**src/hw/rtl/igs_pkg.sv**
```systemverilog
// Shared types, codes and sizes for the incidence matrix graph store.
package igs_pkg;

    // Default sizes of the store
    localparam int DEF_MAX_VERTICES = 64;
    localparam int DEF_MAX_EDGES    = 64;

    // A listing stops after this many neighbours
    localparam int RESULT_LIMIT = 64;

    // Entries in the command queue between front and back
    localparam int QUEUE_DEPTH = 2;

    // Width of every vertex, edge and count field
    localparam int FIELD_W   = 7;
    localparam int CFG_IDX_W = 1;

    typedef logic [FIELD_W-1:0] t_field;
    typedef logic [1:0]         t_mode;

    // Item kinds
    localparam t_mode MODE_CLEAR  = 2'd0;
    localparam t_mode MODE_ADD    = 2'd1;
    localparam t_mode MODE_DEGREE = 2'd2;
    localparam t_mode MODE_LIST   = 2'd3;

    // Configuration register indexes
    localparam logic [CFG_IDX_W-1:0] CFG_VERTEX_COUNT = 1'd0;
    localparam logic [CFG_IDX_W-1:0] CFG_EDGE_COUNT   = 1'd1;

    // Classified command handed from front to back
    typedef struct packed {
        t_mode  mode;
        logic   a_ok;       // vertex_a has a row
        logic   b_ok;       // vertex_b has a row
        t_field vtx_a;
        t_field vtx_b;
        t_field edge_idx;
    } t_cmd;

endpackage

```
**src/hw/rtl/igs_queue.sv**
```systemverilog
// Short command queue that decouples the front from the back.
module igs_queue import igs_pkg::*; (
    input  logic i_clk,
    input  logic i_rst_n,
    input  logic i_push,
    input  t_cmd i_data,
    output logic o_full,
    output logic o_valid,
    output t_cmd o_data,
    input  logic i_pop
);

    localparam int QAW = (QUEUE_DEPTH > 1) ? $clog2(QUEUE_DEPTH) : 1;
    localparam int QCW = $clog2(QUEUE_DEPTH + 1);

    t_cmd             r_mem [QUEUE_DEPTH];
    logic [QAW-1:0]   r_wr;
    logic [QAW-1:0]   r_rd;
    logic [QCW-1:0]   r_count;
    logic [QAW-1:0]   n_wr;
    logic [QAW-1:0]   n_rd;
    logic             do_push;
    logic             do_pop;

    assign o_full  = (r_count == QCW'(QUEUE_DEPTH));
    assign o_valid = (r_count != '0);
    assign o_data  = r_mem[r_rd];
    assign do_push = i_push && !o_full;
    assign do_pop  = i_pop && o_valid;

    // Pointer wrap
    always_comb begin
        n_wr = (r_wr == QAW'(QUEUE_DEPTH - 1)) ? '0 : r_wr + QAW'(1);
        n_rd = (r_rd == QAW'(QUEUE_DEPTH - 1)) ? '0 : r_rd + QAW'(1);
    end

    // Storage
    always_ff @(posedge i_clk) begin
        if (do_push) begin
            r_mem[r_wr] <= i_data;
        end
    end

    // Pointers and fill level
    always_ff @(posedge i_clk) begin
        if (!i_rst_n) begin
            r_wr    <= '0;
            r_rd    <= '0;
            r_count <= '0;
        end else begin
            if (do_push) begin
                r_wr <= n_wr;
            end
            if (do_pop) begin
                r_rd <= n_rd;
            end
            if (do_push && !do_pop) begin
                r_count <= r_count + QCW'(1);
            end else if (do_pop && !do_push) begin
                r_count <= r_count - QCW'(1);
            end
        end
    end

endmodule

```
**config.mk**
```make
export PLATFORM = sky130hd
export DESIGN_NAME = igs_queue
export DESIGN_NICKNAME = d
export VERILOG_FILES = /design/src/hw/rtl/igs_pkg.sv /design/src/hw/rtl/igs_queue.sv
export SDC_FILE = /design/constraint.sdc
export NUM_CORES = 1
export LEC_CHECK = 0
export BUFFER_PORTS_ARGS = -buffer_cell sky130_fd_sc_hd__buf_2
export CAP_MARGIN = 20
export CORE_ASPECT_RATIO = 2
export CORE_MARGIN = 3
export CORE_UTILIZATION = 51
export DETAILED_ROUTE_END_ITERATION = 10
export GPL_ROUTABILITY_DRIVEN = 0
export GPL_TIMING_DRIVEN = 1
export MAX_ROUTING_LAYER = met4
export PLACE_DENSITY = 0.78
export REMOVE_ABC_BUFFERS = 1
export SLEW_MARGIN = 20
export SYNTH_ARGS = -nofsm -noshare
export SYNTH_HDL_FRONTEND = slang
export SYNTH_SLANG_ARGS = --single-unit
```
**constraint.sdc**
```tcl
create_clock -name i_clk -period 2.75 [get_ports i_clk]
set_input_delay 0.55 -clock i_clk [delete_from_list [all_inputs] [get_ports i_clk]]
set_output_delay 0.55 -clock i_clk [all_outputs]
set_load 0.005 [all_outputs]
```
==> run metrics <==
delay of the slowest cell on the worst path=0.60 ns; min cycle time layout=2.250 ns; Max VDD drop=0.7710 mV; pwr/cell area=837.7 nW/um^2; ordered cell list for the critical path=buf_4 -> mux2_2 -> buf_2; count of unique library cells instantiated by Yosys=22; H-tree levels=2; launch point of the worst reg-to-reg path=r_count[0]$_SDFFE_PN0P_; clock-pin slew on the worst setup and hold paths=0.08 ns; PortBufs=55; horizontal extent of the die=50.72 um; unrepaired setup endpoints after global routing=false; placeable core region=3724 sq um; Crit Path Max Fanout=15; Final Power=2.066 mW; Required @ worst endpoint=2.20 ns; number of fill cells=298; DRC violation count after routing=0; clock latency of the later-clocked register in the worst-skew pair=0.29 ns; average wire per standard cell=15.43 um; number of enable-type register cells in the synthesized netlist=50; fraction of the mapped netlist area in adder cells=0.006135; global-route usage over all layers=0.1574; Seq cells post-synth=55; fraction of final layout cells with drive strength greater than 1=0.5542; post-synth design cell area=2039 sq um; most frequent cell after synthesis=sky130_fd_sc_hd__edfxtp_1; Via density=4.926; fraction of the mapped netlist area in compound gates=0.01595; synthesized netlist cell count=103; number of buffers between clock root and the deepest sink=2; final count of pins violating max slew=0; Finished Core Util=0.6623; final setup skew=0.005202 ns; largest net degree at the start of global routing=26; Buf+Inv Stages, Crit Path=2; main combinational cell family by area after synthesis=multiplexers; iteration-0 DRC count of the detailed router=28; leftover overflow at the end of global routing=0; CTS hold repair buffers=0; Hold Vio Cnt, Final=0; clock net sink count=55; Avg Inst Size Synth=19.80 sq um; critical path class=reg2out; static leakage=0.9406 nW; post-CTS resize count=0; number of rows created at floorplan=31; post-route setup slack=0.5001 ns; top area cells in the synthesized netlist=sky130_fd_sc_hd__edfxtp_1 (74%), sky130_fd_sc_hd__mux2_2 (14%), sky130_fd_sc_hd__dfxtp_1 (4.9%); final setup TNS=0 ns; Placed Instances=207; relative area change from synthesis to final layout=20.92%; arrival time worst endpoint=1.70 ns; slowest library cell on the worst path=sky130_fd_sc_hd__dfxtp_1; global-route wire length before repair=5.244 mm; yosys warns=0; number of global-route vias before repair=1147; tightest slew margin relative to the limit=0.6484; IO Pins=56; mux share of post-synthesis cell area=0.1380; area share of and/or/nand/nor cells after synthesis=0.02822; type of the tightest min-delay check=in2reg; 1st-pass router iterations=4; final standard cell count with taps included and fillers excluded=215; register area=1602 sq um; starting density of the core=0.5477; status=finished, final reports clean; sort of element at the end of the critical path=output port; Startpoint Class=flop; startpoint of the worst hold path=i_data[21]; antenna violations before repair=0; slew of the pin with the lowest slew margin=0.5256 ns; root buffer cell=sky130_fd_sc_hd__clkbuf_8; sequential-to-total area share from yosys stat=0.7853; Die Outline Area=4840 sq um; post-synthesis cell type with the largest combined area=sky130_fd_sc_hd__edfxtp_1; worst setup slack before clock tree synthesis=0.7909 ns; number of clock buffers inserted by TritonCTS=5; Setup violations, final=0; maxcap violations=0; parity-gate share of the synthesized area counting xor and xnor cells=0.01288; Period Utilization, post-route=0.8181; number of nets still failing antenna checks after routing=0; ranking of synthesized cells by instance count=sky130_fd_sc_hd__edfxtp_1 (50), sky130_fd_sc_hd__mux2_2 (25), sky130_fd_sc_hd__dfxtp_1 (5); timing-limited maximum frequency=444.5 MHz; total detailed-routing wirelength=3.317 mm; net count reported at finish=195; routed via count=1059; Ant. Diodes=0; async set-or-reset flop fraction in the synthesized netlist=0; cell family with most CP delay=flip-flops; area used by multi-input combinational logic=416.7 sq um; Final HPWL DP=2.492 mm; Synth top area share=0.7362; CTS tree=built; Most used DFF post-synth=sky130_fd_sc_hd__edfxtp_1; die span in y=95.43 um; total setup buffers inserted after CTS=0
-- through the flow --
stage / area [sq um] / hold slack, ns
after floorplan: 2019 / 0.4785
after global routing: 2466 / 0.4255
after global placement: 2385 / 0.4908
after detailed placement: 2385 / 0.5203
after CTS: 2466 / 0.4281
final: 2466 / 0.4422
-- power by group --
group          internal (mW)  switching (mW)
Clock                  0.179           0.228
Sequential              1.05          0.0606
Combinational          0.298           0.246
Total                   1.53           0.535
-- cell families after synthesis --
family / count (synthesis)
simple gates: 9
fa+ha+maj: 1
flops: 55
mux: 25
xor+xnor: 3
buf+inv: 5
compound gates: 5
-- final timing paths --
kind | end | slack (ns) | cells past startpoint
min reg2reg | r_count[1]$_SDFFE_PN0P_ | 0.54 | 2
max | o_data[17] | 0.50 | 3
min | r_mem[1][21]$_DFFE_PP_ | 0.44 | 1
max reg2reg | r_mem[0][11]$_DFFE_PP_ | 1.00 | 4
-- cells in the final DEF (no fill, tap or decap), types with 2 or more instances in the layout --
cell and instances:
sky130_fd_sc_hd__and2_1 3, sky130_fd_sc_hd__buf_2 55, sky130_fd_sc_hd__buf_4 3, sky130_fd_sc_hd__clkbuf_1 2, sky130_fd_sc_hd__clkbuf_8 5, sky130_fd_sc_hd__dfxtp_1 5
sky130_fd_sc_hd__edfxtp_1 50, sky130_fd_sc_hd__mux2_2 25, sky130_fd_sc_hd__xnor2_1 2
-- cell type report --
| cell class | instances | share of cell area |
|---|---|---|
| clock buffers | 7 | 0.03095 |
| clock inverters | 1 | 0.002029 |
| inverters | 2 | 0.003044 |
| multi-input cells | 43 | 0.1689 |
| flip-flops and latches | 55 | 0.6494 |
| well taps | 49 | 0.02486 |
| repair buffers | 58 | 0.1208 |
-- metal layers --
metal	wire (um)	track usage	up-vias
met4	78	0.09438	0
met5	0	-	-
met3	180	0.03912	5
li1	-	-	516
met1	1137	0.1549	508
met2	1920	0.2729	30
-- sequential cells by signal, summed over array words and instances, names as in the netlist, named ones only --
register	flops
r_rd	1
r_mem	50
r_count	2
r_wr	1
Note: power is estimated with default switching activity, not from simulation.
