--- src/hw/rtl/igs_pkg.sv ---
// Shared types, codes and sizes for the incidence matrix graph store.
package igs_pkg;

    // Default sizes of the store
    localparam int DEF_MAX_VERTICES = 64;
    localparam int DEF_MAX_EDGES    = 64;

    // A listing stops after this many neighbours
    localparam int RESULT_LIMIT = 64;

    // Entries in the command queue between front and back
    localparam int QUEUE_DEPTH = 2;

    // Width of every vertex, edge and count field
    localparam int FIELD_W   = 7;
    localparam int CFG_IDX_W = 1;

    typedef logic [FIELD_W-1:0] t_field;
    typedef logic [1:0]         t_mode;

    // Item kinds
    localparam t_mode MODE_CLEAR  = 2'd0;
    localparam t_mode MODE_ADD    = 2'd1;
    localparam t_mode MODE_DEGREE = 2'd2;
    localparam t_mode MODE_LIST   = 2'd3;

    // Configuration register indexes
    localparam logic [CFG_IDX_W-1:0] CFG_VERTEX_COUNT = 1'd0;
    localparam logic [CFG_IDX_W-1:0] CFG_EDGE_COUNT   = 1'd1;

    // Classified command handed from front to back
    typedef struct packed {
        t_mode  mode;
        logic   a_ok;       // vertex_a has a row
        logic   b_ok;       // vertex_b has a row
        t_field vtx_a;
        t_field vtx_b;
        t_field edge_idx;
    } t_cmd;

endpackage

--- src/hw/rtl/igs_front.sv ---
// Input side: takes item beats, checks ranges and queues the work that matters.
module igs_front import igs_pkg::*; #(
    parameter int MAX_VERTICES = DEF_MAX_VERTICES,
    parameter int MAX_EDGES    = DEF_MAX_EDGES
) (
    input  logic   i_valid,
    output logic   o_ready,
    input  t_mode  i_mode,
    input  t_field i_edge_index,
    input  t_field i_vertex_a,
    input  t_field i_vertex_b,
    input  logic   i_init_busy,
    input  logic   i_q_full,
    output logic   o_push,
    output t_cmd   o_cmd
);

    localparam int VW = (MAX_VERTICES > 1) ? $clog2(MAX_VERTICES) : 1;
    localparam int CW = ((VW > FIELD_W) ? VW : FIELD_W) + 1;
    localparam int EW = FIELD_W + 1;

    logic a_ok;
    logic b_ok;
    logic e_ok;
    logic no_op;

    // Range checks on vertex and edge numbers
    always_comb begin
        a_ok  = (i_vertex_a != '0) && (CW'(i_vertex_a) <= CW'(MAX_VERTICES));
        b_ok  = (i_vertex_b != '0) && (CW'(i_vertex_b) <= CW'(MAX_VERTICES));
        e_ok  = (i_edge_index != '0) && (EW'(i_edge_index) <= EW'(MAX_EDGES));
        no_op = (i_mode == MODE_ADD) && (!e_ok || (!a_ok && !b_ok));
    end

    // Accept while the queue has room and the start-up clear is done
    assign o_ready = !i_q_full && !i_init_busy;
    assign o_push  = i_valid && o_ready && !no_op;

    always_comb begin
        o_cmd.mode     = i_mode;
        o_cmd.a_ok     = a_ok;
        o_cmd.b_ok     = b_ok;
        o_cmd.vtx_a    = i_vertex_a;
        o_cmd.vtx_b    = i_vertex_b;
        o_cmd.edge_idx = i_edge_index;
    end

endmodule

--- config.mk ---
export PLATFORM = sky130hd
export DESIGN_NAME = igs_front
export DESIGN_NICKNAME = d
export VERILOG_FILES = /design/src/hw/rtl/igs_pkg.sv /design/src/hw/rtl/igs_front.sv
export SDC_FILE = /design/constraint.sdc
export NUM_CORES = 1
export LEC_CHECK = 0
export ABC_AREA = 1
export BUFFER_PORTS_ARGS = -buffer_cell sky130_fd_sc_hd__buf_2
export CAP_MARGIN = 0
export CELL_PAD_IN_SITES_DETAIL_PLACEMENT = 2
export CELL_PAD_IN_SITES_GLOBAL_PLACEMENT = 2
export CORE_ASPECT_RATIO = 1.25
export CORE_MARGIN = 4
export CORE_UTILIZATION = 12
export DETAILED_ROUTE_END_ITERATION = 7
export PLACE_DENSITY = 0.82
export SLEW_MARGIN = 20
export SYNTH_ARGS = -nofsm -noshare
export SYNTH_HDL_FRONTEND = slang
export SYNTH_SLANG_ARGS = --single-unit
--- constraint.sdc ---
create_clock -name vclk -period 1.5
set_clock_uncertainty 0.15 [all_clocks]
set_input_delay 0.3 -clock vclk [all_inputs]
set_output_delay 0.3 -clock vclk [all_outputs]
set_load 0.05 [all_outputs]
==> flow_summary_export.csv, run 1 <==
group,metric,value,unit
timing,rsz0062_at_grt,"yes",
layout,syn2layout_area_growth,104,%
layout,stdcell_count,129,
logic_synthesis,ys_warn_count,0,
worst_setup_path,end_kind,"output pin",
grt,grt_use_met3,2.05,%
floorplan,io_pins,53,
power_and_ir_drop,leakagePower,0.377,nW
grt,grt-busiest-layer,"met2",
logic_synthesis,synth.area.top_cells,"buf_4 (52%), nor2_1 (14%), nand2_1 (13%), inv_1 (8.4%), nand3_1 (4.2%)",
grt,grt_antenna_before_repair,0,
placed_design,place_ws,-0.240,ns
logic_synthesis,synth_area,358,sq um
floorplan,die_w,56.8,microns
layout,seq_area,0,sq um
timing,period_share,109,%
placed_design,placed_area,503,sq um
placed_design,portBuffers,53,
power_and_ir_drop,vdd_drop_max,0.131,mV
layout,mostFrequentLayoutCells,"buf_2 (33), buf_6 (16), nor2_4 (9), nand2_1 (9), inv_1 (6)",
grt,grt_pass1_wl,2310,microns
power_and_ir_drop,p_per_area,435,nW/um^2
layout,final_common_cell,"buf_2",
timing,worst-slew-pin-transition,0.255,ns
worst_hold_path,holdCritPathClass,"input port to output pin",
worst_setup_path,startpoint_type,"input port",
grt,gr-usage-all-layers,6.84,%
grt,overflow,0,
placed_design,gp_congestion,0.768,
grt,grt_pass1_vias,542,
timing,finalWorstSetupSlack,-0.132,ns
logic_synthesis,synth.distinct_cells,9,
placed_design,place_hpwl,1290,microns
logic_synthesis,synth_top_cell_area_share,52.4,%
detailed_routing,post_drt_wl_per_cell,11.8,microns
logic_synthesis,yosysTopAreaCell,"buf_4",
logic_synthesis,avgSynthCellArea,5.42,sq um
layout,seq_cells,0,
floorplan,die_y,69.1,microns
worst_setup_path,cp.arrival,1.18,ns
cts,cts_hold_buf,0,
worst_setup_path,worstSetupPathType,"input port to output pin",
logic_synthesis,ys_seq_area_share,0,%
layout,fin_area,731,sq um
timing,hold_slack,0.747,ns
timing,maxSlewViolCount,0,
timing,setup_violations,1,
detailed_routing,first_pass_iters,2,
logic_synthesis,postSynthNetCount,92,
cts,cts_setup_buffers,0,
detailed_routing,via_count,488,
detailed_routing,drc,0,
grt,grt_max_degree,4,
detailed_routing,totalWireLength,1520,microns
layout,clkbuf_count,0,
timing,finalCriticalPeriod,1.63,ns
worst_setup_path,required,1.05,ns
floorplan,core-area,2760,sq um
detailed_routing,drt-initial-drc-count,7,
status,status,"complete, but fails checks",
timing,fmax,613,MHz
layout,num_antenna_cells,0,
floorplan,initial_core_util,13.0,%
floorplan,num_rows,21,
detailed_routing,vias_per_cell,3.78,
layout,drive_gt1_share,80.0,%
logic_synthesis,synth_cells,66,
floorplan,die_area,3930,sq um
timing,hold_viol_final,0,
grt,use_met2,14.7,%
layout,finish.utilization,26.5,%
detailed_routing,ant_nets,0,
layout,nets,123,
worst_setup_path,crit_fanout,2,
job,max_cap_violations,0,
placed_design,placed_cells_incl_taps,129,
timing,maxSlewHeadroom,83.1,%
status,violations,"setup timing",
grt,grt_use_met1,6.42,%
power by group:
group,leakage (nW),internal [mW],total [mW],switching [mW]
clock,0,0,0,0
combinational,0.377,0.108,0.318,0.210
sequential,0,0,0,0
total,0.377,0.108,0.318,0.210
timing repair:
action	4_1_cts	5_1_grt
endpoints found under the hold margin	0	0
setup endpoints to repair	3	3
resized for setup	22	40
pin swaps	3	20
worst max-delay path, cell delays in order:
cell     delay (ns)
buf_2          0.11
nor2_2         0.09
nand3_2        0.08
nand2_2        0.08
inv_2          0.03
nor2_2         0.10
nand2_2        0.07
a21oi_4        0.14
buf_6          0.17
final timing paths:
check / end / cells past startpoint / start
max: o_push / 9 / i_edge_index[1]
min: o_cmd[17] / 2 / i_vertex_a[3]
cell type report:
class              instances  area, sq um
fillers                  342         2030
inverters                  8         32.5
multi-input cells         33          250
well taps                 34         42.5
repair buffers            54          405
layer usage:
layer	share of wire, %	routed length [microns]
met2	58	882
met3	12	184
met1	30	451
met4	0	0
met5	0	0
through the flow:
stage,power (mW),setup TNS [ns]
6_report,0.318,-0.132
5_1_grt,0.336,-0.277
4_1_cts,0.281,-0.118
3_5_place_dp,0.256,-0.392
3_3_place_gp,0.252,-0.378
2_1_floorplan,0.217,0
cell families after synthesis:
kind of cell	count (synthesis)	synth area share, %
simple gates	32	36.7
buf+inv	33	60.8
compound gates	1	2.45
Yosys cell counts (all sizes together):
library cell   n
inv            8
nor3           2
a21oi          1
nor2          14
nand2         12
buf           25
and2           1
nand3          3
No activity file was read; power rests on OpenSTA's default activity.
==> run 2: changes to the inputs <==
- BUFFER_PORTS_ARGS: -buffer_cell sky130_fd_sc_hd__buf_2 -> -buffer_cell sky130_fd_sc_hd__clkbuf_2
- CORE_MARGIN: 4 -> 1.5
==> run 2 against run 1 <==
  * Global-route usage grew 0.12 points
  * First-iteration DRC count shrank 86%
  * Count of clock-buffer cells in the layout is the same
  * The run still ends with setup timing left
  * Largest cell class unchanged
  * Setup slack gained 0.019 ns
  * Cell count grew 2.3%
  * Routed wire length shrank 16%
  * Sequential share of layout area is the same
==> flow_summary_export.csv, run 2 (same netlist as run 1, synthesis figures left out) <==
group,metric,value,unit
floorplan,die_area,3320,sq um
detailed_routing,via_count,487,
grt,gr-usage-all-layers,6.96,%
detailed_routing,vias_per_cell,3.69,
floorplan,io_pins,53,
layout,num_antenna_cells,0,
placed_design,placed_area,526,sq um
timing,finalCriticalPeriod,1.61,ns
cts,cts_hold_buf,0,
timing,maxSlewViolCount,0,
layout,drive_gt1_share,80.6,%
placed_design,placed_cells_incl_taps,132,
detailed_routing,drt-initial-drc-count,1,
worst_setup_path,required,1.05,ns
worst_setup_path,crit_fanout,2,
power_and_ir_drop,power,0.313,mW
detailed_routing,totalWireLength,1270,microns
floorplan,die_y,64.1,microns
power_and_ir_drop,p_per_area,432,nW/um^2
worst_setup_path,cpPeakStageDelay,0.16,ns
timing,period_share,108,%
status,violations,"setup timing",
grt,grt_antenna_before_repair,0,
layout,clkbuf_count,0,
layout,fin_area,723,sq um
floorplan,core-area,2760,sq um
status,status,"complete, but fails checks",
layout,syn2layout_area_growth,102,%
grt,grt_use_met3,0.701,%
timing,hold_viol_final,0,
worst_setup_path,startpoint_type,"input port",
layout,mostFrequentLayoutCells,"clkbuf_2 (38), buf_6 (11), nor2_4 (10)",
placed_design,place_ws,-0.255,ns
worst_setup_path,worstSetupStartpoint,"i_edge_index[5]",
layout,nets,126,
layout,seq_cells,0,
layout,finish.utilization,26.2,%
job,max_cap_violations,0,
detailed_routing,first_pass_iters,2,
grt,grt_use_met1,6.64,%
power_and_ir_drop,leakagePower,0.389,nW
grt,grt_pass1_vias,480,
grt,grt_pass1_wl,1870,microns
grt,use_met2,15.5,%
worst_setup_path,worstSetupPathType,"input port to output pin",
timing,tns,-0.113,ns
timing,fmax,620,MHz
worst_hold_path,holdCritPathClass,"input port to output pin",
placed_design,portBuffers,53,
power_and_ir_drop,vdd_drop_max,0.121,mV
timing,hold_slack,0.770,ns
detailed_routing,post_drt_wl_per_cell,9.63,microns
timing,finalWorstSetupSlack,-0.113,ns
detailed_routing,ant_nets,0,
layout,final_common_cell,"clkbuf_2",
timing,setup_violations,1,
layout,fill_cells,341,
placed_design,gp_congestion,0.650,
worst_setup_path,crit_chain,"buf_6 > nor2_4 > nand3_2 > nand2_1 > inv_1 > nor2_2 > nand2_2 > a21oi_4 > buf_8",
worst_hold_path,worstHoldStart,"i_mode[1]",
grt,grt-busiest-layer,"met2",
timing,maxSlewHeadroom,80.8,%
placed_design,place_hpwl,1180,microns
floorplan,num_rows,21,
grt,grt_max_degree,4,
worst_setup_path,end_kind,"output pin",
floorplan,die_w,51.8,microns
floorplan,initial_core_util,13.0,%
timing,rsz0062_at_grt,"yes",
worst_setup_path,cp.arrival,1.16,ns
worst_setup_path,crit_slowest_cell,"buf_8",
layout,seq_area,0,sq um
timing,worst-slew-pin-transition,0.290,ns
detailed_routing,drc,0,
layout,stdcell_count,132,
grt,overflow,0,
==> run 2: area by class of cell <==
class	instances	area [sq um]	share of cell area (%)
tap	34	42.5	5.88
timing repair buffer	57	395	54.7
inverter	8	30.0	4.15
multi-input combinational	33	255	35.3
==> run 2: final timing paths <==
path	endpoint	depth (start not counted)
worst max-delay path	o_push	9
worst min-delay path	o_cmd[24]	2
==> run 2: report_power, final <==
part / switching [mW] / internal, mW
registers: 0 / 0
clock network: 0 / 0
logic: 0.210 / 0.103
==> run 2: timing repair <==
item                                    CTS  global route
pin swaps                                 4            22
buffers inserted                          0             0
resized for setup                         9            56
endpoints found under the setup margin    3             3
==> run 2: per-layer routing <==
| layer | share of wire, % | up-vias | routed length [microns] |
|---|---|---|---|
| li1 | - | 238 | - |
| met4 | 0 | 0 | 0 |
| met5 | 0 | - | 0 |
| met3 | 9.4 | 0 | 120 |
| met2 | 59 | 37 | 756 |
| met1 | 31 | 212 | 394 |
==> run 2: critical path, delay by kind of cell <==
| kind | cells | cell delay, ns |
|---|---|---|
| AND/OR/NAND/NOR | 5 | 0.41 |
| buffers and inverters | 3 | 0.30 |
| AO/OA/AOI/OAI | 1 | 0.15 |
